File: src/sv/idi_pkg.sv
// Shared constants, codes and word types of the indent/dedent token inserter.
package idi_pkg;

  localparam int unsigned STACK_DEPTH = 32;
  localparam int unsigned TAB_WIDTH   = 8;
  localparam int unsigned MAX_COLUMN  = 255;

  localparam int unsigned COL_W = $clog2(MAX_COLUMN + 1);
  localparam int unsigned TOP_W = $clog2(STACK_DEPTH);
  localparam int unsigned PH_W  = (TAB_WIDTH > 1) ? $clog2(TAB_WIDTH) : 1;
  localparam int unsigned SUM_W = COL_W + $clog2(TAB_WIDTH + 1) + 1;

  localparam int unsigned ACT_W  = 3;
  localparam int unsigned TAG_W  = 16;
  localparam int unsigned LINE_W = 20;
  localparam int unsigned CPOS_W = 16;

  localparam int unsigned FIFO_DEPTH = 2;
  localparam int unsigned FIFO_PTR_W = (FIFO_DEPTH > 1) ? $clog2(FIFO_DEPTH) : 1;
  localparam int unsigned FIFO_CNT_W = $clog2(FIFO_DEPTH + 1);

  typedef enum logic [ACT_W-1:0] {
    ACT_SPACE   = 3'd0,
    ACT_TAB     = 3'd1,
    ACT_COMMENT = 3'd2,
    ACT_NEWLINE = 3'd3,
    ACT_EOF     = 3'd4,
    ACT_SIG     = 3'd5
  } action_e;

  typedef enum logic [1:0] {
    KIND_PASS   = 2'd0,
    KIND_INDENT = 2'd1,
    KIND_DEDENT = 2'd2
  } kind_e;

  typedef enum logic [1:0] {
    ERR_NONE      = 2'd0,
    ERR_TAB       = 2'd1,
    ERR_UNMATCHED = 2'd2,
    ERR_OVERFLOW  = 2'd3
  } err_e;

  // Work classes handed from front to back.
  typedef enum logic [1:0] {
    OP_PASS    = 2'd0,
    OP_EOF     = 2'd1,
    OP_MEASURE = 2'd2
  } op_e;

  typedef enum logic [3:0] {
    ST_HEAD   = 4'b0001,
    ST_DEDENT = 4'b0010,
    ST_FLUSH  = 4'b0100,
    ST_TAIL   = 4'b1000
  } state_e;

  typedef struct packed {
    op_e               op;
    logic [COL_W-1:0]  col;
    logic [COL_W-1:0]  alt;
    logic [TAG_W-1:0]  tag;
    logic [LINE_W-1:0] line;
    logic [CPOS_W-1:0] cpos;
  } qword_t;

  typedef struct packed {
    kind_e             kind;
    logic [TAG_W-1:0]  tag;
    logic [LINE_W-1:0] line;
    logic [CPOS_W-1:0] cpos;
    err_e              err;
    logic              last;
  } rword_t;

  typedef struct packed {
    logic [COL_W-1:0] col;
    logic [COL_W-1:0] alt;
  } level_t;

  typedef struct packed {
    logic full;
    logic valid;
  } qstat_t;

endpackage

File: src/sv/idi_intf.sv
// Valid/ready channel interfaces for input tokens and result tokens.
interface idi_tok_if;
  logic                              valid;
  logic                              ready;
  logic [idi_pkg::ACT_W-1:0]         action;
  logic [idi_pkg::TAG_W-1:0]         token_tag;
  logic [idi_pkg::LINE_W-1:0]        src_line;
  logic [idi_pkg::CPOS_W-1:0]        src_column;

  modport source (output valid, action, token_tag, src_line, src_column,
                  input ready);
  modport sink   (input valid, action, token_tag, src_line, src_column,
                  output ready);
endinterface

interface idi_res_if;
  logic                              valid;
  logic                              ready;
  logic [1:0]                        out_kind;
  logic [idi_pkg::TAG_W-1:0]         out_tag;
  logic [idi_pkg::LINE_W-1:0]        out_line;
  logic [idi_pkg::CPOS_W-1:0]        out_column;
  logic [1:0]                        error_code;
  logic                              last_of_run;

  modport source (output valid, out_kind, out_tag, out_line, out_column, error_code,
                  last_of_run, input ready);
  modport sink   (input valid, out_kind, out_tag, out_line, out_column, error_code,
                  last_of_run, output ready);
endinterface

File: src/sv/idi_front.sv
// Front end: accepts tokens, tracks pending columns and classifies work words.
module idi_front (
  input  logic            clk_i,
  input  logic            rst_ni,
  idi_tok_if.sink         tok_i,
  input  idi_pkg::qstat_t qstat_i,
  output logic            push_o,
  output idi_pkg::qword_t word_o
);

  logic [idi_pkg::COL_W-1:0] col_q, col_d, alt_q, alt_d;
  logic [idi_pkg::PH_W-1:0]  phase_q, phase_d;
  logic                      measuring_q, measuring_d;
  logic                      accept;
  logic                      push;

  function automatic logic [idi_pkg::COL_W-1:0] sat_col(
    input logic [idi_pkg::SUM_W-1:0] v
  );
    logic [idi_pkg::COL_W-1:0] r;
    if (v > idi_pkg::SUM_W'(idi_pkg::MAX_COLUMN)) begin
      r = idi_pkg::COL_W'(idi_pkg::MAX_COLUMN);
    end else begin
      r = v[idi_pkg::COL_W-1:0];
    end
    return r;
  endfunction

  assign tok_i.ready = !qstat_i.full;
  assign accept      = tok_i.valid && tok_i.ready;

  always_comb begin
    col_d       = col_q;
    alt_d       = alt_q;
    phase_d     = phase_q;
    measuring_d = measuring_q;
    push        = 1'b0;
    word_o.op   = idi_pkg::OP_PASS;
    word_o.col  = col_q;
    word_o.alt  = alt_q;
    word_o.tag  = tok_i.token_tag;
    word_o.line = tok_i.src_line;
    word_o.cpos = tok_i.src_column;
    case (tok_i.action)
      idi_pkg::ACT_SPACE: begin
        col_d   = sat_col(idi_pkg::SUM_W'(col_q) + idi_pkg::SUM_W'(1));
        alt_d   = sat_col(idi_pkg::SUM_W'(alt_q) + idi_pkg::SUM_W'(1));
        // phase = column mod tab width; meaningless once saturated
        phase_d = (phase_q == idi_pkg::PH_W'(idi_pkg::TAB_WIDTH - 1)) ? '0
                                                                      : phase_q + 1'b1;
      end
      idi_pkg::ACT_TAB: begin
        col_d   = sat_col(idi_pkg::SUM_W'(col_q) + idi_pkg::SUM_W'(idi_pkg::TAB_WIDTH)
                          - idi_pkg::SUM_W'(phase_q));
        alt_d   = sat_col(idi_pkg::SUM_W'(alt_q) + idi_pkg::SUM_W'(1));
        phase_d = '0;
      end
      idi_pkg::ACT_COMMENT: begin
        push = 1'b1;
      end
      idi_pkg::ACT_NEWLINE: begin
        push        = 1'b1;
        col_d       = '0;
        alt_d       = '0;
        phase_d     = '0;
        measuring_d = 1'b1;
      end
      idi_pkg::ACT_EOF: begin
        push      = 1'b1;
        word_o.op = idi_pkg::OP_EOF;
      end
      default: begin
        // significant token
        push        = 1'b1;
        word_o.op   = measuring_q ? idi_pkg::OP_MEASURE : idi_pkg::OP_PASS;
        measuring_d = 1'b0;
      end
    endcase
  end

  assign push_o = accept && push;

  always_ff @(posedge clk_i or negedge rst_ni) begin
    if (!rst_ni) begin
      col_q       <= '0;
      alt_q       <= '0;
      phase_q     <= '0;
      measuring_q <= 1'b1;
    end else if (accept) begin
      col_q       <= col_d;
      alt_q       <= alt_d;
      phase_q     <= phase_d;
      measuring_q <= measuring_d;
    end
  end

endmodule

File: src/sv/idi_fifo.sv
// Short work queue between front and back.
module idi_fifo (
  input  logic            clk_i,
  input  logic            rst_ni,
  input  logic            push_i,
  input  idi_pkg::qword_t word_i,
  input  logic            pop_i,
  output idi_pkg::qstat_t qstat_o,
  output idi_pkg::qword_t head_o
);

  idi_pkg::qword_t                mem_q [idi_pkg::FIFO_DEPTH];
  logic [idi_pkg::FIFO_PTR_W-1:0] wr_ptr_q, rd_ptr_q;
  logic [idi_pkg::FIFO_CNT_W-1:0] cnt_q;
  logic                           do_push, do_pop;

  function automatic logic [idi_pkg::FIFO_PTR_W-1:0] ptr_inc(
    input logic [idi_pkg::FIFO_PTR_W-1:0] p
  );
    logic [idi_pkg::FIFO_PTR_W-1:0] r;
    r = (p == idi_pkg::FIFO_PTR_W'(idi_pkg::FIFO_DEPTH - 1)) ? '0 : p + 1'b1;
    return r;
  endfunction

  assign qstat_o.full  = (cnt_q == idi_pkg::FIFO_CNT_W'(idi_pkg::FIFO_DEPTH));
  assign qstat_o.valid = (cnt_q != '0);
  assign head_o        = mem_q[rd_ptr_q];
  assign do_push       = push_i && !qstat_o.full;
  assign do_pop        = pop_i && qstat_o.valid;

  always_ff @(posedge clk_i) begin
    if (do_push) begin
      mem_q[wr_ptr_q] <= word_i;
    end
  end

  always_ff @(posedge clk_i or negedge rst_ni) begin
    if (!rst_ni) begin
      wr_ptr_q <= '0;
      rd_ptr_q <= '0;
      cnt_q    <= '0;
    end else begin
      if (do_push) begin
        wr_ptr_q <= ptr_inc(wr_ptr_q);
      end
      if (do_pop) begin
        rd_ptr_q <= ptr_inc(rd_ptr_q);
      end
      if (do_push && !do_pop) begin
        cnt_q <= cnt_q + 1'b1;
      end else if (do_pop && !do_push) begin
        cnt_q <= cnt_q - 1'b1;
      end
    end
  end

  a_no_push_full: assert property (@(posedge clk_i) disable iff (!rst_ni)
    push_i |-> !qstat_o.full) else $error("push into full queue");
  a_no_pop_empty: assert property (@(posedge clk_i) disable iff (!rst_ni)
    pop_i |-> qstat_o.valid) else $error("pop from empty queue");
  a_cnt_range: assert property (@(posedge clk_i) disable iff (!rst_ni)
    cnt_q <= idi_pkg::FIFO_CNT_W'(idi_pkg::FIFO_DEPTH)) else $error("queue count range");

endmodule

File: src/sv/idi_back.sv
// Back end: level stack, INDENT/DEDENT sequencing and the result register.
module idi_back (
  input  logic            clk_i,
  input  logic            rst_ni,
  input  idi_pkg::qstat_t qstat_i,
  input  idi_pkg::qword_t head_i,
  output logic            pop_o,
  output logic            res_valid_o,
  input  logic            res_ready_i,
  output idi_pkg::rword_t res_o
);

  idi_pkg::state_e           state_q, state_d;
  logic [idi_pkg::TOP_W-1:0] top_q, top_d;
  idi_pkg::err_e             tail_err_q, tail_err_d;
  idi_pkg::rword_t           out_q, out_d;
  logic                      out_valid_q, out_valid_d;

  // entry zero is the fixed base level and is never stored
  idi_pkg::level_t           levels_q [idi_pkg::STACK_DEPTH];
  idi_pkg::level_t           top_lvl;
  logic                      lvl_we;
  logic [idi_pkg::TOP_W-1:0] lvl_waddr;

  logic                      emit_ok, emit, last, top_zero;
  idi_pkg::kind_e            kind;
  idi_pkg::err_e             err;

  assign top_zero = (top_q == '0);
  assign top_lvl  = top_zero ? '0 : levels_q[top_q];
  assign emit_ok  = !out_valid_q || res_ready_i;

  always_comb begin
    state_d     = state_q;
    top_d       = top_q;
    tail_err_d  = tail_err_q;
    out_d       = out_q;
    out_valid_d = out_valid_q && !res_ready_i;
    lvl_we      = 1'b0;
    lvl_waddr   = top_q;
    pop_o       = 1'b0;
    emit        = 1'b0;
    last        = 1'b0;
    kind        = idi_pkg::KIND_PASS;
    err         = idi_pkg::ERR_NONE;

    if (emit_ok && qstat_i.valid) begin
      emit = 1'b1;
      case (state_q)
        idi_pkg::ST_HEAD: begin
          case (head_i.op)
            idi_pkg::OP_EOF: begin
              if (!top_zero) begin
                kind    = idi_pkg::KIND_DEDENT;
                top_d   = top_q - 1'b1;
                state_d = idi_pkg::ST_FLUSH;
              end else begin
                last = 1'b1;
              end
            end
            idi_pkg::OP_MEASURE: begin
              if (head_i.col == top_lvl.col) begin
                last = 1'b1;
                if (head_i.alt != top_lvl.alt) begin
                  err = idi_pkg::ERR_TAB;
                end
              end else if (head_i.col > top_lvl.col) begin
                if (top_q == idi_pkg::TOP_W'(idi_pkg::STACK_DEPTH - 1)) begin
                  last = 1'b1;
                  err  = idi_pkg::ERR_OVERFLOW;
                end else begin
                  kind       = idi_pkg::KIND_INDENT;
                  tail_err_d = (head_i.alt <= top_lvl.alt) ? idi_pkg::ERR_TAB
                                                           : idi_pkg::ERR_NONE;
                  top_d      = top_q + 1'b1;
                  lvl_we     = 1'b1;
                  lvl_waddr  = top_q + 1'b1;
                  state_d    = idi_pkg::ST_TAIL;
                end
              end else begin
                // shallower: top is above base here since base is zero
                kind    = idi_pkg::KIND_DEDENT;
                top_d   = top_q - 1'b1;
                state_d = idi_pkg::ST_DEDENT;
              end
            end
            default: begin
              last = 1'b1;
            end
          endcase
        end
        idi_pkg::ST_DEDENT: begin
          if (!top_zero && (head_i.col < top_lvl.col)) begin
            kind  = idi_pkg::KIND_DEDENT;
            top_d = top_q - 1'b1;
          end else begin
            last    = 1'b1;
            state_d = idi_pkg::ST_HEAD;
            if (head_i.col != top_lvl.col) begin
              err    = idi_pkg::ERR_UNMATCHED;
              lvl_we = !top_zero;
            end else if (head_i.alt != top_lvl.alt) begin
              err = idi_pkg::ERR_TAB;
            end
          end
        end
        idi_pkg::ST_FLUSH: begin
          if (!top_zero) begin
            kind  = idi_pkg::KIND_DEDENT;
            top_d = top_q - 1'b1;
          end else begin
            last    = 1'b1;
            state_d = idi_pkg::ST_HEAD;
          end
        end
        idi_pkg::ST_TAIL: begin
          last    = 1'b1;
          err     = tail_err_q;
          state_d = idi_pkg::ST_HEAD;
        end
        default: begin
          emit    = 1'b0;
          state_d = idi_pkg::ST_HEAD;
        end
      endcase
    end

    if (emit) begin
      pop_o       = last;
      out_valid_d = 1'b1;
      out_d.kind  = kind;
      out_d.tag   = head_i.tag;
      out_d.line  = head_i.line;
      out_d.cpos  = head_i.cpos;
      out_d.err   = err;
      out_d.last  = last;
    end
  end

  always_ff @(posedge clk_i) begin
    if (lvl_we) begin
      levels_q[lvl_waddr] <= '{col: head_i.col, alt: head_i.alt};
    end
    out_q <= out_d;
  end

  always_ff @(posedge clk_i or negedge rst_ni) begin
    if (!rst_ni) begin
      state_q     <= idi_pkg::ST_HEAD;
      top_q       <= '0;
      tail_err_q  <= idi_pkg::ERR_NONE;
      out_valid_q <= 1'b0;
    end else begin
      state_q     <= state_d;
      top_q       <= top_d;
      tail_err_q  <= tail_err_d;
      out_valid_q <= out_valid_d;
    end
  end

  assign res_valid_o = out_valid_q;
  assign res_o       = out_q;

  a_top_range: assert property (@(posedge clk_i) disable iff (!rst_ni)
    top_q <= idi_pkg::TOP_W'(idi_pkg::STACK_DEPTH - 1)) else $error("stack top range");
  a_run_has_head: assert property (@(posedge clk_i) disable iff (!rst_ni)
    state_q != idi_pkg::ST_HEAD |-> qstat_i.valid) else $error("run without queued word");
  a_err_on_last: assert property (@(posedge clk_i) disable iff (!rst_ni)
    out_valid_q && (out_q.err != idi_pkg::ERR_NONE) |-> out_q.last)
    else $error("error flagged before last result");
  a_indent_tail: assert property (@(posedge clk_i) disable iff (!rst_ni)
    emit && (kind == idi_pkg::KIND_INDENT) |=> state_q == idi_pkg::ST_TAIL)
    else $error("INDENT not followed by tail");

endmodule

File: src/sv/indent_dedent_token_inserter_core.sv
// Top level of the indent/dedent token inserter: front, work queue and back.
// The back registers the results of each accepted word taken from the work queue.
// Throughput: one input word per cycle for spaces, tabs and plain tokens while the
//   queue has room and results are taken; an indenting line gives INDENT and token,
//   a pop or end of file over n levels gives n DEDENTs, set by the back sequencer.
// Reset (rst_ni, async, active low): stack to base entry, pending columns zero,
//   line measuring armed, queue and result register empty; no clearing pass.
module indent_dedent_token_inserter_core (
  input  logic       clk_i,
  input  logic       rst_ni,
  idi_tok_if.sink    tok_i,
  idi_res_if.source  res_o
);

  // front -> queue
  logic            push;
  idi_pkg::qword_t push_word;
  // queue -> front/back
  idi_pkg::qstat_t qstat;
  idi_pkg::qword_t head;
  // back -> queue
  logic            pop;
  // result register
  idi_pkg::rword_t res;

  // Front tracks the column pair and the measuring flag; it needs only the input
  // stream and queue room, so it runs ahead while the back works off DEDENT runs.
  idi_front u_front (
    .clk_i   (clk_i),
    .rst_ni  (rst_ni),
    .tok_i   (tok_i),
    .qstat_i (qstat),
    .push_o  (push),
    .word_o  (push_word)
  );

  idi_fifo u_fifo (
    .clk_i   (clk_i),
    .rst_ni  (rst_ni),
    .push_i  (push),
    .word_i  (push_word),
    .pop_i   (pop),
    .qstat_o (qstat),
    .head_o  (head)
  );

  // Back holds the head word until its last result goes into the output register.
  idi_back u_back (
    .clk_i       (clk_i),
    .rst_ni      (rst_ni),
    .qstat_i     (qstat),
    .head_i      (head),
    .pop_o       (pop),
    .res_valid_o (res_o.valid),
    .res_ready_i (res_o.ready),
    .res_o       (res)
  );

  assign res_o.out_kind    = res.kind;
  assign res_o.out_tag     = res.tag;
  assign res_o.out_line    = res.line;
  assign res_o.out_column  = res.cpos;
  assign res_o.error_code  = res.err;
  assign res_o.last_of_run = res.last;

endmodule
File: src/flat_wrapper.sv
// flat-port wrapper written by rule: the top's interface ports become plain ports
module indent_dedent_token_inserter_core_flat 
  (clk_i, rst_ni, tok_i_valid, tok_i_action, tok_i_token_tag, tok_i_src_line, tok_i_src_column, tok_i_ready, res_o_valid, res_o_out_kind, res_o_out_tag, res_o_out_line, res_o_out_column, res_o_error_code, res_o_last_of_run, res_o_ready);
  idi_tok_if tok_i_i ();
  idi_res_if res_o_i ();
  input  logic clk_i;
  input  logic rst_ni;
  input wire logic [$bits(tok_i_i.valid)-1:0] tok_i_valid;
  input wire logic [$bits(tok_i_i.action)-1:0] tok_i_action;
  input wire logic [$bits(tok_i_i.token_tag)-1:0] tok_i_token_tag;
  input wire logic [$bits(tok_i_i.src_line)-1:0] tok_i_src_line;
  input wire logic [$bits(tok_i_i.src_column)-1:0] tok_i_src_column;
  output wire logic [$bits(tok_i_i.ready)-1:0] tok_i_ready;
  output wire logic [$bits(res_o_i.valid)-1:0] res_o_valid;
  output wire logic [$bits(res_o_i.out_kind)-1:0] res_o_out_kind;
  output wire logic [$bits(res_o_i.out_tag)-1:0] res_o_out_tag;
  output wire logic [$bits(res_o_i.out_line)-1:0] res_o_out_line;
  output wire logic [$bits(res_o_i.out_column)-1:0] res_o_out_column;
  output wire logic [$bits(res_o_i.error_code)-1:0] res_o_error_code;
  output wire logic [$bits(res_o_i.last_of_run)-1:0] res_o_last_of_run;
  input wire logic [$bits(res_o_i.ready)-1:0] res_o_ready;
  assign tok_i_i.valid = tok_i_valid;
  assign tok_i_i.action = tok_i_action;
  assign tok_i_i.token_tag = tok_i_token_tag;
  assign tok_i_i.src_line = tok_i_src_line;
  assign tok_i_i.src_column = tok_i_src_column;
  assign tok_i_ready = tok_i_i.ready;
  assign res_o_valid = res_o_i.valid;
  assign res_o_out_kind = res_o_i.out_kind;
  assign res_o_out_tag = res_o_i.out_tag;
  assign res_o_out_line = res_o_i.out_line;
  assign res_o_out_column = res_o_i.out_column;
  assign res_o_error_code = res_o_i.error_code;
  assign res_o_last_of_run = res_o_i.last_of_run;
  assign res_o_i.ready = res_o_ready;
  indent_dedent_token_inserter_core u_core (.clk_i(clk_i), .rst_ni(rst_ni), .tok_i(tok_i_i), .res_o(res_o_i));
endmodule
File: config.mk
export PLATFORM = sky130hd
export DESIGN_NAME = indent_dedent_token_inserter_core_flat
export DESIGN_NICKNAME = d
export VERILOG_FILES = /design/src/sv/idi_pkg.sv /design/src/sv/idi_intf.sv /design/src/sv/idi_front.sv /design/src/sv/idi_fifo.sv /design/src/sv/idi_back.sv /design/src/sv/indent_dedent_token_inserter_core.sv /design/src/flat_wrapper.sv
export SDC_FILE = /design/constraint.sdc
export NUM_CORES = 1
export LEC_CHECK = 0
export BUFFER_PORTS_ARGS = -buffer_cell sky130_fd_sc_hd__buf_2
export CORE_ASPECT_RATIO = 0.75
export CORE_MARGIN = 2
export CORE_UTILIZATION = 25
export DETAILED_ROUTE_END_ITERATION = 7
export SYNTH_ARGS = -nofsm -noshare
export SYNTH_HDL_FRONTEND = slang
export SYNTH_SLANG_ARGS = --single-unit
File: constraint.sdc
create_clock -name clk_i -period 5.1 [get_ports clk_i]
set_clock_uncertainty 0.15 [all_clocks]
set_input_delay 0.765 -clock clk_i [delete_from_list [all_inputs] [get_ports clk_i]]
set_output_delay 0.765 -clock clk_i [all_outputs]
set_load 0.02 [all_outputs]
# Word-level counts from Yosys, hierarchy flattened
# Memories as Yosys holds them, arrays and structs flattened.
# Cells that the tools add are included.
dict set report op_classes {
  n_addsub 11
  multipliers 0
  div_mod_pow 0
  n_lt_le_gt_ge 6
  eq_ne 23
  shifts 0
  n_mux 76
  bitwise 3
  n_reduce_logical 36
}
# operator count
set ops {}
lappend ops {{two-way mux 5 bit} 10}
lappend ops {{two-way mux 1 bit} 27}
lappend ops {{two-way mux 2 bit} 13}
lappend ops {{two-way mux 4 bit} 6}
lappend ops {{two-way mux 8 bit} 3}
lappend ops {{one-hot mux 8 bit (3 select lines)} 1}
lappend ops {{adder 8 x 1 -> 9 bit, second input constant} 2}
lappend ops {{> comparator 9 x 8 -> 1 bit, second input constant} 2}
lappend ops {{two-way mux 16 bit} 1}
lappend ops {{inequality test 8 bit} 2}
lappend ops {{one-hot mux 8 bit (2 select lines)} 1}
lappend ops {{one-hot mux 5 bit (3 select lines)} 1}
lappend ops {{> comparator 13 x 8 -> 1 bit, second input constant} 1}
lappend ops {{one-hot mux 2 bit (3 select lines)} 2}
lappend ops {{one-hot mux 4 bit (3 select lines)} 1}
lappend ops {{OR reduction 4 bit} 3}
lappend ops {{one-hot mux 5 bit (2 select lines)} 1}
lappend ops {{subtractor 9 x 3 -> 10 bit} 1}
lappend ops {{adder 8 x 4 -> 9 bit, second input constant} 1}
lappend ops {{logical AND 1 bit} 9}
lappend ops {{equality test 8 bit} 1}
lappend ops {{> comparator 8 bit} 1}
lappend ops {{less-or-equal comparator 8 bit} 1}
lappend ops {{< comparator 8 bit} 1}
lappend ops {{38 further kinds} 63}
dict set report totals {
  regBits 93
  latch_bits 0
  ramBits 652
  rom_bits 0
  input_bits 59
  output_inout_bits 59
  wordCells 174
  memories 2
}
# memory words word_bits rd rd_ports_with_merged_regs write_ports line_no
set mem_list {}
lappend mem_list {u_core.u_back.levels_q 32 16 1 0 1 idi_back.sv:20} ;# idi_pkg::level_t levels_q [idi_pkg::STACK_DEPTH];
lappend mem_list {u_core.u_fifo.mem_q 2 70 1 0 1 idi_fifo.sv:12} ;# idi_pkg::qword_t mem_q [idi_pkg::FIFO_DEPTH];

# Logic depth before layout (Yosys ltp)
# Gate-level depths: netlist of run 1.
dict set report logic_depth {
  depth_word 13
  ltp_mapped 21
  depth_no_buf 17
}

# Cells and area by module
# A second synthesis of run 1 with hierarchy kept.
dict set report hier_totals {
  hier_cells 1577
  area_unflattened_um2 30843.3
}
# mod instances cells_per_inst area_each_um2 seq_area_each_um2
set by_module_without_submodules {}
lappend by_module_without_submodules {idi_back 1 1085 23097.2 17362.9}
lappend by_module_without_submodules {idi_fifo 1 237 5602.9 4304.1}
lappend by_module_without_submodules {idi_front 1 255 2143.3 501.7}

# Worst setup path before layout of run 1
# OpenSTA, ideal clock, no wires.
dict set report synth_path {
  path_kind {register to register}
  start {register u_core.u_back.top_q[1] in the netlist's numbering}
  end {memory u_core.u_back.levels_q[12][0] in the netlist's numbering, enable pin}
  setup_ps 388
  t_arrival_ps 4420
  required_ps 4562
  slack_ps 141
  stages_incl_launch_ff 15
  n_path_buf 4
  period_less_slack_ps 4959
  cell_sequence {dfrtp_1 clkbuf_1 clkbuf_1 clkbuf_1 mux4_2 mux4_2 a21oi_1 ha_1 nand4_1 or2_2 buf_1 o2111ai_1 nor4b_1 a31oi_1 nor2_1}
}
dict set report synth_between {
  elab_chain_len 10
  elab_cells_between_ends 27
  classes_between {add/sub (1); order compare (2); eq/ne (3); mux (17); reduce/logical (3); memory (1)}
}
# element line_no
set synth_rtl {}
lappend synth_rtl {{from (decl)} idi_back.sv:14} ;# logic [idi_pkg::TOP_W-1:0] top_q, top_d;
lappend synth_rtl {{from (signal assigned)} idi_back.sv:155} ;# top_q <= top_d;
lappend synth_rtl {{memory read (32 x 16 bit) or logical NOT 5 bit (tied branches)} n/a}
lappend synth_rtl {{two-way mux 16 bit} idi_back.sv:30} ;# assign top_lvl = top_zero ? '0 : levels_q[top_q];
lappend synth_rtl {{> comparator 8 bit} idi_back.sv:67} ;# end else if (head_i.col > top_lvl.col) begin
lappend synth_rtl {{two-way mux 1 bit} idi_back.sv:67}
lappend synth_rtl {{two-way mux 1 bit} idi_back.sv:62} ;# if (head_i.col == top_lvl.col) begin
lappend synth_rtl {{two-way mux 1 bit} idi_back.sv:51} ;# case (head_i.op)
lappend synth_rtl {{one-hot mux 1 bit (2 select lines)} idi_back.sv:49} ;# case (state_q)
lappend synth_rtl {{two-way mux 1 bit} idi_back.sv:47} ;# if (emit_ok && qstat_i.valid) begin
lappend synth_rtl {{two-way mux 1 bit} idi_back.sv:141} ;# if (lvl_we) begin
lappend synth_rtl {{two-way mux 1 bit (implied by the code)} idi_back.sv:142} ;# levels_q[lvl_waddr] <= '{col: head_i.col, alt: head_i.alt};
lappend synth_rtl {{to (decl)} idi_back.sv:20}
# Parallel ways exist; a longest one is shown, timed or not.

# Final worst setup path of run 1
dict set report layout_path {
  start {register u_core.u_back.top_q[0] in the netlist's numbering}
  end {memory u_core.u_back.levels_q[20][12] in the netlist's numbering, enable pin}
}
# The elaborated chain is that of the path after synthesis.

==> out/qor_table.md, run 1 <==
| Item | Value |
|:---|:---|
| Run status | finished clean |
| Data arrival time at the worst-slack endpoint | 5030 ps |
| Reg-to-reg setup timing slack | 200 ps |
| Routed WL per cell | 19.9 um |
| Synthesized instance count | 1496 |
| Quantity of gates resized following cts | 0 |
| Synth-to-layout area growth | 19.1% |
| Maximum number of pins on one net before global-route repair | 58 |
| Root Driver | sky130_fd_sc_hd__clkbuf_16 |
| Worst Path Max Fanout | 15 |
| Total global-route track usage | 0.106 |
| Share of the synthesized area in the top cell type | 0.715 |
| Nets | 1813 |
| Via count of the first global-routing pass | 15502 |
| Total of warnings raised by yosys | 0 |
| Nature of the critical path startpoint | register |
| Final-layout worst hold slack | 128 ps |
| Overall via count from detail_route | 15097 |
| Post-synthesis instance area | 29800 sq um |
| Most common library cell in the layout ignoring fill and taps | sky130_fd_sc_hd__edfxtp_1 |
| GR Util met1 | 0.150 |
| Capturing element type of the critical path | register |
| Wire length reported by the detailed router | 66.1 mm |
| Filler cell count | 11312 |
| Post-CTS Setup Inserts | 0 |
| VDD IR max | 381 uV |
| Die boundary height | 303 um |
| Core Box Area | 118000 sq um |
| Layout cells sized above 1 | 0.339 |
| CTS tree | done |
| Max Freq | 0.204 GHz |
| Die width | 402 um |
| Number of setup violations in the final report | 0 |
| Ant. Diodes | 0 |
| Cells after DPL | 3190 |
| Count of port buffers added during placement | 117 |
| Die Footprint | 122000 sq um |
| Number of buffers added by the clock tree synthesis step | 73 |
| Tightest Hold Check Type | in2async |
| Grt peak-use layer | met2 |
| Endpoint required time on the critical path | 5230 ps |
| Synth top area cells | sky130_fd_sc_hd__edfxtp_1 72%, sky130_fd_sc_hd__mux4_2 12%, sky130_fd_sc_hd__dfrtp_1 2.8% |
| Filler-free cell count of the finished design | 3322 |
| Worst setup path end | u_core.u_back.levels_q[20][12] |
| Clock latency on the worst-skew pair | 630 ps |
| Number of max-slew violations in the final report | 0 |
| Mean post-synth cell area | 19.9 sq um |
| Number of enable-type register cells in the synthesized netlist | 709 |
| Worst Reg-to-Reg Cells | 13 |
| Clock edge transition at the registers on the reported setup and hold paths | 60 ps |
| Area leader, netlist | sky130_fd_sc_hd__edfxtp_1 |
| Worst setup path start | u_core.u_back.top_q[0] |
| Slew at the pin with the worst max-slew slack | 1050 ps |
| Wire length of the first global-routing pass | 98.5 mm |
| Number of hold violations in the final report | 0 |
| Sinks on the clock net | 744 |
| Initial antenna violation count | 0 |
| Initial DRC Count | 1488 |
| Starting utilization of the core area | 0.252 |
| Rel. slew slack | 0.296 |
| Core Rows | 109 |
| Post-place instance area | 33000 sq um |
| Reported leakage power | 11.5 nW |
| DRC errors left | 0 |
| Cell area after layout | 35400 sq um |
| Final Cycle Share | 0.962 |
| Flops & latches, synth | 744 |
| Share of the yosys chip area belonging to registers | 0.745 |
| Remaining global-route overflow | 0 |
| Drt pass-1 iters | 5 |
| Fraction of registers with async set or reset after synthesis | 0.0470 |
| H-tree levels | 3 |
| Post-layout total power | 20.6 mW |
| Commonest non-fill, non-tap cells in the layout | 709 x sky130_fd_sc_hd__edfxtp_1, 160 x sky130_fd_sc_hd__mux4_2, 117 x sky130_fd_sc_hd__buf_2 |
| Category of the critical setup timing path | reg2reg |
| Via density per instance | 4.54 |
| Hold-fix buffers, CTS | 0 |
| Pwr per Cell Area | 582 nW/um^2 |
| Number of max-cap violations | 0 |
| FF-to-FF Start | u_core.u_back.top_q[0] |
| Final Critical Period | 4900 ps |
| Synthesized net count | 1598 |
| Met3 track demand over resource | 0.0226 |
| Routability congestion estimate | 0.815 |
| Capture point of the worst reg-to-reg path | u_core.u_back.levels_q[20][12] |
| Cell variety after synth | 70 |
| Antenna-violating nets left | 0 |
| Unrepaired setup endpoints after global routing | false |
| Number of buffers on the longest clock path | 3 |
| DP HPWL | 41.7 mm |
| Number of I/O pins | 118 |
| Met2 track demand over resource in global routing | 0.166 |
| Primary flip-flop cell chosen by synthesis mapping | sky130_fd_sc_hd__edfxtp_1 |
| Setup Total Neg Slack | 0 ps |
-- per-layer routing --
metal	share of wire	vias up
li1	-	6548
met1	0.45	7987
met2	0.47	485
met3	0.060	77
met4	0.018	0
met5	0	-
-- final cells by class --
class	count	area [sq um]	share of cell area
sequential	744	22200	0.626
inverter	33	124	0.00350
timing repair buffer	203	1460	0.0411
tap	1554	1940	0.0549
multi-input combinational	656	7300	0.206
clock inverter	42	519	0.0147
clock buffer	90	1920	0.0542
-- sequential cells by signal, indices dropped and copies added, names as in the netlist --
signal                      flops
u_core.u_fifo.cnt_q             2
u_core.u_back.state_q           4
u_core.u_back.res_o            57
u_core.u_fifo.rd_ptr_q          1
u_core.u_back.top_q             5
u_core.u_back.tail_err_q        1
u_core.u_front.phase_q          3
u_core.u_fifo.wr_ptr_q          1
u_core.u_back.res_valid_o       1
u_core.u_fifo.mem_q           140
u_core.u_front.alt_q            8
u_core.u_front.col_q            8
u_core.u_front.measuring_q      1
u_core.u_back.levels_q        512
-- where the power goes --
part	total (mW)	switching, mW	internal, mW
Sequential	8.32	0.317	8.01
Clock	5.53	2.27	3.26
Combinational	6.77	4.02	2.75
Total	20.6	6.61	14.0
-- worst min path at each step --
stage,from,endpoint,slack [ps]
after detailed placement,u_core.u_front.measuring_q,u_core.u_front.measuring_q,360
final,rst_ni,u_core.u_front.col_q[3],130
after CTS,rst_ni,u_core.u_front.col_q[3],110
after floorplan,u_core.u_fifo.wr_ptr_q,u_core.u_fifo.wr_ptr_q,310
after global routing,tok_i_src_column[15],u_core.u_fifo.mem_q[1][15],150
after global placement,u_core.u_front.measuring_q,u_core.u_front.measuring_q,350
-- cells by family (layout without fill, tap and decap cells) --
group                    Yosys count  in the layout  synth area share
AO/OA/AOI/OAI                    154            154            0.0324
XOR/XNOR                          20             20           0.00588
adder cells (fa/ha/maj)           43             43            0.0183
buffers and inverters             96            368            0.0139
flip-flops                       744            744             0.745
multiplexers                     239            239             0.151
AND/OR/NAND/NOR                  200            200            0.0335
-- worst max-delay path: stages (launching register included) --
cell and delay, ps:
sky130_fd_sc_hd__dfrtp_4 560, sky130_fd_sc_hd__buf_4 320, sky130_fd_sc_hd__mux4_2 560, sky130_fd_sc_hd__mux4_2 550, sky130_fd_sc_hd__a21oi_1 260, sky130_fd_sc_hd__ha_1 210
sky130_fd_sc_hd__nand4_1 160, sky130_fd_sc_hd__a21oi_1 250, sky130_fd_sc_hd__buf_4 200, sky130_fd_sc_hd__o21ai_2 160, sky130_fd_sc_hd__nor2b_1 280, sky130_fd_sc_hd__nand3_1 320
sky130_fd_sc_hd__nor2_2 240, sky130_fd_sc_hd__buf_4 300
-- stage by stage --
stage	utilization	setup slack (ps)
after global routing	0.300	44.5
after detailed placement	0.280	86.4
after floorplan	-	141
after CTS	0.300	62.9
after global placement	0.280	80.0
final	0.300	195
-- Yosys cell counts, drive strengths merged, types with 6 or more instances --
library cell	n
edfxtp	709
mux4	160
nor2	76
mux2	72
a21oi	46
ha	42
o21ai	42
clkbuf	33
dfrtp	33
inv	33
buf	30
nand2	30
nand3	26
nor2b	17
xnor2	13
a31oi	9
nor3	8
mux2i	7
nand2b	7
xor2	7
and3	6
No activity file was read; power rests on OpenSTA's default activity.
==> run 2: changes to the inputs <==
--- a/config.mk
+++ b/config.mk
@@ -10,6 +10,7 @@
 export CORE_MARGIN = 2
 export CORE_UTILIZATION = 25
 export DETAILED_ROUTE_END_ITERATION = 7
+export RECOVER_POWER = 25
 export SYNTH_ARGS = -nofsm -noshare
 export SYNTH_HDL_FRONTEND = slang
 export SYNTH_SLANG_ARGS = --single-unit
==> run 2 against run 1 <==
Effect of this change: the flow now finishes with violations (capacitance limit, slew limit); critical path depth stayed put; first-iteration DRC count rose by 3.0%; highest routed layer unchanged; power about the same; largest power group unchanged; flip-flop and latch count stayed put.
==> out/qor_table.md, run 2 (same netlist as run 1, synthesis figures left out) <==
| Item | Value | Delta |
|:---|:---|:---|
| Run status | complete, but fails checks | was finished clean |
| Failing checks | capacitance limit, slew limit |  |
| Final core utilization | 0.300 | about the same |
| Antenna-violating nets left | 0 | unchanged |
| Most common library cell in the layout ignoring fill and taps | sky130_fd_sc_hd__edfxtp_1 | unchanged |
| Clock edge transition at the registers on the reported setup and hold paths | 60 ps | about the same |
| Number of hold violations in the final report | 0 | unchanged |
| Core Rows | 109 | unchanged |
| Maximum number of pins on one net before global-route repair | 58 | unchanged |
| Overall via count from detail_route | 15108 | was 15097 |
| Worst setup path start | u_core.u_back.top_q[0] | unchanged |
| Initial DRC Count | 1533 | was 1488 |
| CTS tree | done | unchanged |
| Sinks on the clock net | 744 | unchanged |
| Clock latency on the worst-skew pair | 630 ps | about the same |
| Total global-route track usage | 0.106 | unchanged |
| Number of max-slew violations in the final report | 36 | was 0 |
| Max Freq | 0.204 GHz | about the same |
| Start point of the worst hold path | tok_i_src_column[15] |  |
| Data arrival time at the worst-slack endpoint | 5040 ps | was 5030 ps |
| Category of the critical setup timing path | reg2reg | unchanged |
| Endpoint required time on the critical path | 5230 ps | about the same |
| Count of port buffers added during placement | 117 | unchanged |
| Wire length of the first global-routing pass | 98.5 mm | unchanged |
| Cell area after layout | 35400 sq um | about the same |
| Final Cycle Share | 0.963 | was 0.962 |
| Reported leakage power | 11.5 nW | about the same |
| Quantity of gates resized following cts | 0 | unchanged |
| Post-place instance area | 33000 sq um | unchanged |
| Ant. Diodes | 0 | unchanged |
| Number of max-cap violations | 1 | was 0 |
| Drt pass-1 iters | 5 | unchanged |
| Synth-to-layout area growth | 18.9% | was 19.1% |
| Capturing element type of the critical path | register | unchanged |
| Net load switching power | 6.61 mW | about the same |
| Worst Path Max Fanout | 15 | unchanged |
| Core Box Area | 118000 sq um | unchanged |
| Starting utilization of the core area | 0.252 | unchanged |
| Clock share of power | 0.268 | about the same |
| Pre-CTS setup slack | 86.4 ps | unchanged |
| Number of I/O pins | 118 | unchanged |
| Register containing the most flip-flops in the final layout | u_core.u_back.levels_q | unchanged |
| Die boundary height | 303 um | unchanged |
| Rel. slew slack | -0.437 | was 0.296 |
| Post-CTS Setup Inserts | 0 | unchanged |
| Routed WL per cell | 20.0 um | was 19.9 um |
| Unrepaired setup endpoints after global routing | false | unchanged |
| Hold-fix buffers, CTS | 0 | unchanged |
| Wire length reported by the detailed router | 66.3 mm | was 66.1 mm |
| Via count of the first global-routing pass | 15502 | unchanged |
| Final setup margin | 188 ps | was 195 ps |
| Layout cells sized above 1 | 0.316 | was 0.339 |
| Nets | 1813 | unchanged |
| Number of buffers added by the clock tree synthesis step | 73 | unchanged |
| Relative contribution of combinational cells to total power | 0.328 | about the same |
| Root Driver | sky130_fd_sc_hd__clkbuf_16 | unchanged |
| Via density per instance | 4.55 | was 4.54 |
| FF-to-FF Start | u_core.u_back.top_q[0] | unchanged |
| Fraction of power spent switching nets | 0.321 | about the same |
| Initial antenna violation count | 0 | unchanged |
| Final-layout worst hold slack | 183 ps | was 128 ps |
| Power share of the sequential group | 0.404 | about the same |
| H-tree levels | 3 | unchanged |
| Tightest Hold Check Type | in2reg | was in2async |
| Final Critical Period | 4910 ps | was 4900 ps |
| Number of buffers on the longest clock path | 3 | unchanged |
| Nature of the critical path startpoint | register | unchanged |
| Slew at the pin with the worst max-slew slack | 2160 ps | was 1050 ps |
| Die width | 402 um | unchanged |
| Setup Total Neg Slack | 0 ps | unchanged |
| Pwr per Cell Area | 583 nW/um^2 | was 582 nW/um^2 |
| Internal cell power | 14.0 mW | about the same |
| DP HPWL | 41.7 mm | unchanged |
| Number of setup violations in the final report | 0 | unchanged |
| DRC errors left | 0 | unchanged |
| Die Footprint | 122000 sq um | unchanged |
| Number of flip-flops under the largest register name | 512 | unchanged |
| Remaining global-route overflow | 0 | unchanged |
| Commonest non-fill, non-tap cells in the layout | 709 x sky130_fd_sc_hd__edfxtp_1, 160 x sky130_fd_sc_hd__mux4_2, 86 x sky130_fd_sc_hd__buf_2 | was 709 x sky130_fd_sc_hd__edfxtp_1, 160 x sky130_fd_sc_hd__mux4_2, 117 x sky130_fd_sc_hd__buf_2 |
| VDD IR max | 382 uV | was 381 uV |
| Routability congestion estimate | 0.815 | unchanged |
[run 2: stage by stage]
| step | instances | total power, mW |
|---|---|---|
| after floorplan | 1496 | 13.0 |
| after global placement | 3190 | 15.1 |
| after detailed placement | 3190 | 15.3 |
| after CTS | 3322 | 20.8 |
| after global routing | 3322 | 21.6 |
| final | 3322 | 20.6 |
[run 2: path summary, 6_finish.rpt]
path / to / slack (ps) / cells past startpoint
worst min-delay path: u_core.u_fifo.mem_q[1][15] / 180 / 1
worst max register to register: u_core.u_back.levels_q[20][12] / 190 / 13
worst min register to register: u_core.u_fifo.mem_q[0][59] / 380 / 0
min in group asynchronous: u_core.u_front.col_q[3] / 630 / 1
max in group asynchronous: u_core.u_back.top_q[1] / 2640 / 1
worst max-delay path: u_core.u_back.levels_q[20][12] / 190 / 13
[run 2: layout make-up]
class	count	area (sq um)
multi-input cells	656	7300
inverters	33	124
flip-flops and latches	744	22200
fillers	11325	82600
well taps	1554	1940
clock inverters	42	519
repair buffers	203	1420
clock buffers	90	1920
[run 2: metal layers]
layer,track usage,share of wire,vias to the layer above
li1,-,-,6551
met1,0.150,0.45,8014
met2,0.166,0.47,455
met3,0.0226,0.058,88
met4,0.0286,0.018,0
met5,0,0,-
[run 2: worst max-delay path, cell delays in order, from the launching register on]
cell                      delay, ps
sky130_fd_sc_hd__dfrtp_4        560
sky130_fd_sc_hd__buf_4          320
sky130_fd_sc_hd__mux4_2         560
sky130_fd_sc_hd__mux4_2         560
sky130_fd_sc_hd__a21oi_1        260
sky130_fd_sc_hd__ha_1           220
sky130_fd_sc_hd__nand4_1        160
sky130_fd_sc_hd__a21oi_1        250
sky130_fd_sc_hd__buf_4          200
sky130_fd_sc_hd__o21ai_2        160
sky130_fd_sc_hd__nor2b_1        290
sky130_fd_sc_hd__nand3_1        320
sky130_fd_sc_hd__nor2_2         230
sky130_fd_sc_hd__buf_4          300
[run 2: power groups by stage]
| stage | logic, mW | registers [mW] | clock network, mW |
|---|---|---|---|
| finish | 6.77 | 8.33 | 5.52 |
| detailed placement | 6.80 | 8.45 | 0 |
| global placement | 6.67 | 8.42 | 0 |
| global route | 7.33 | 8.40 | 5.87 |
| CTS | 6.82 | 8.33 | 5.66 |
| floorplan | 4.38 | 8.66 | 0 |
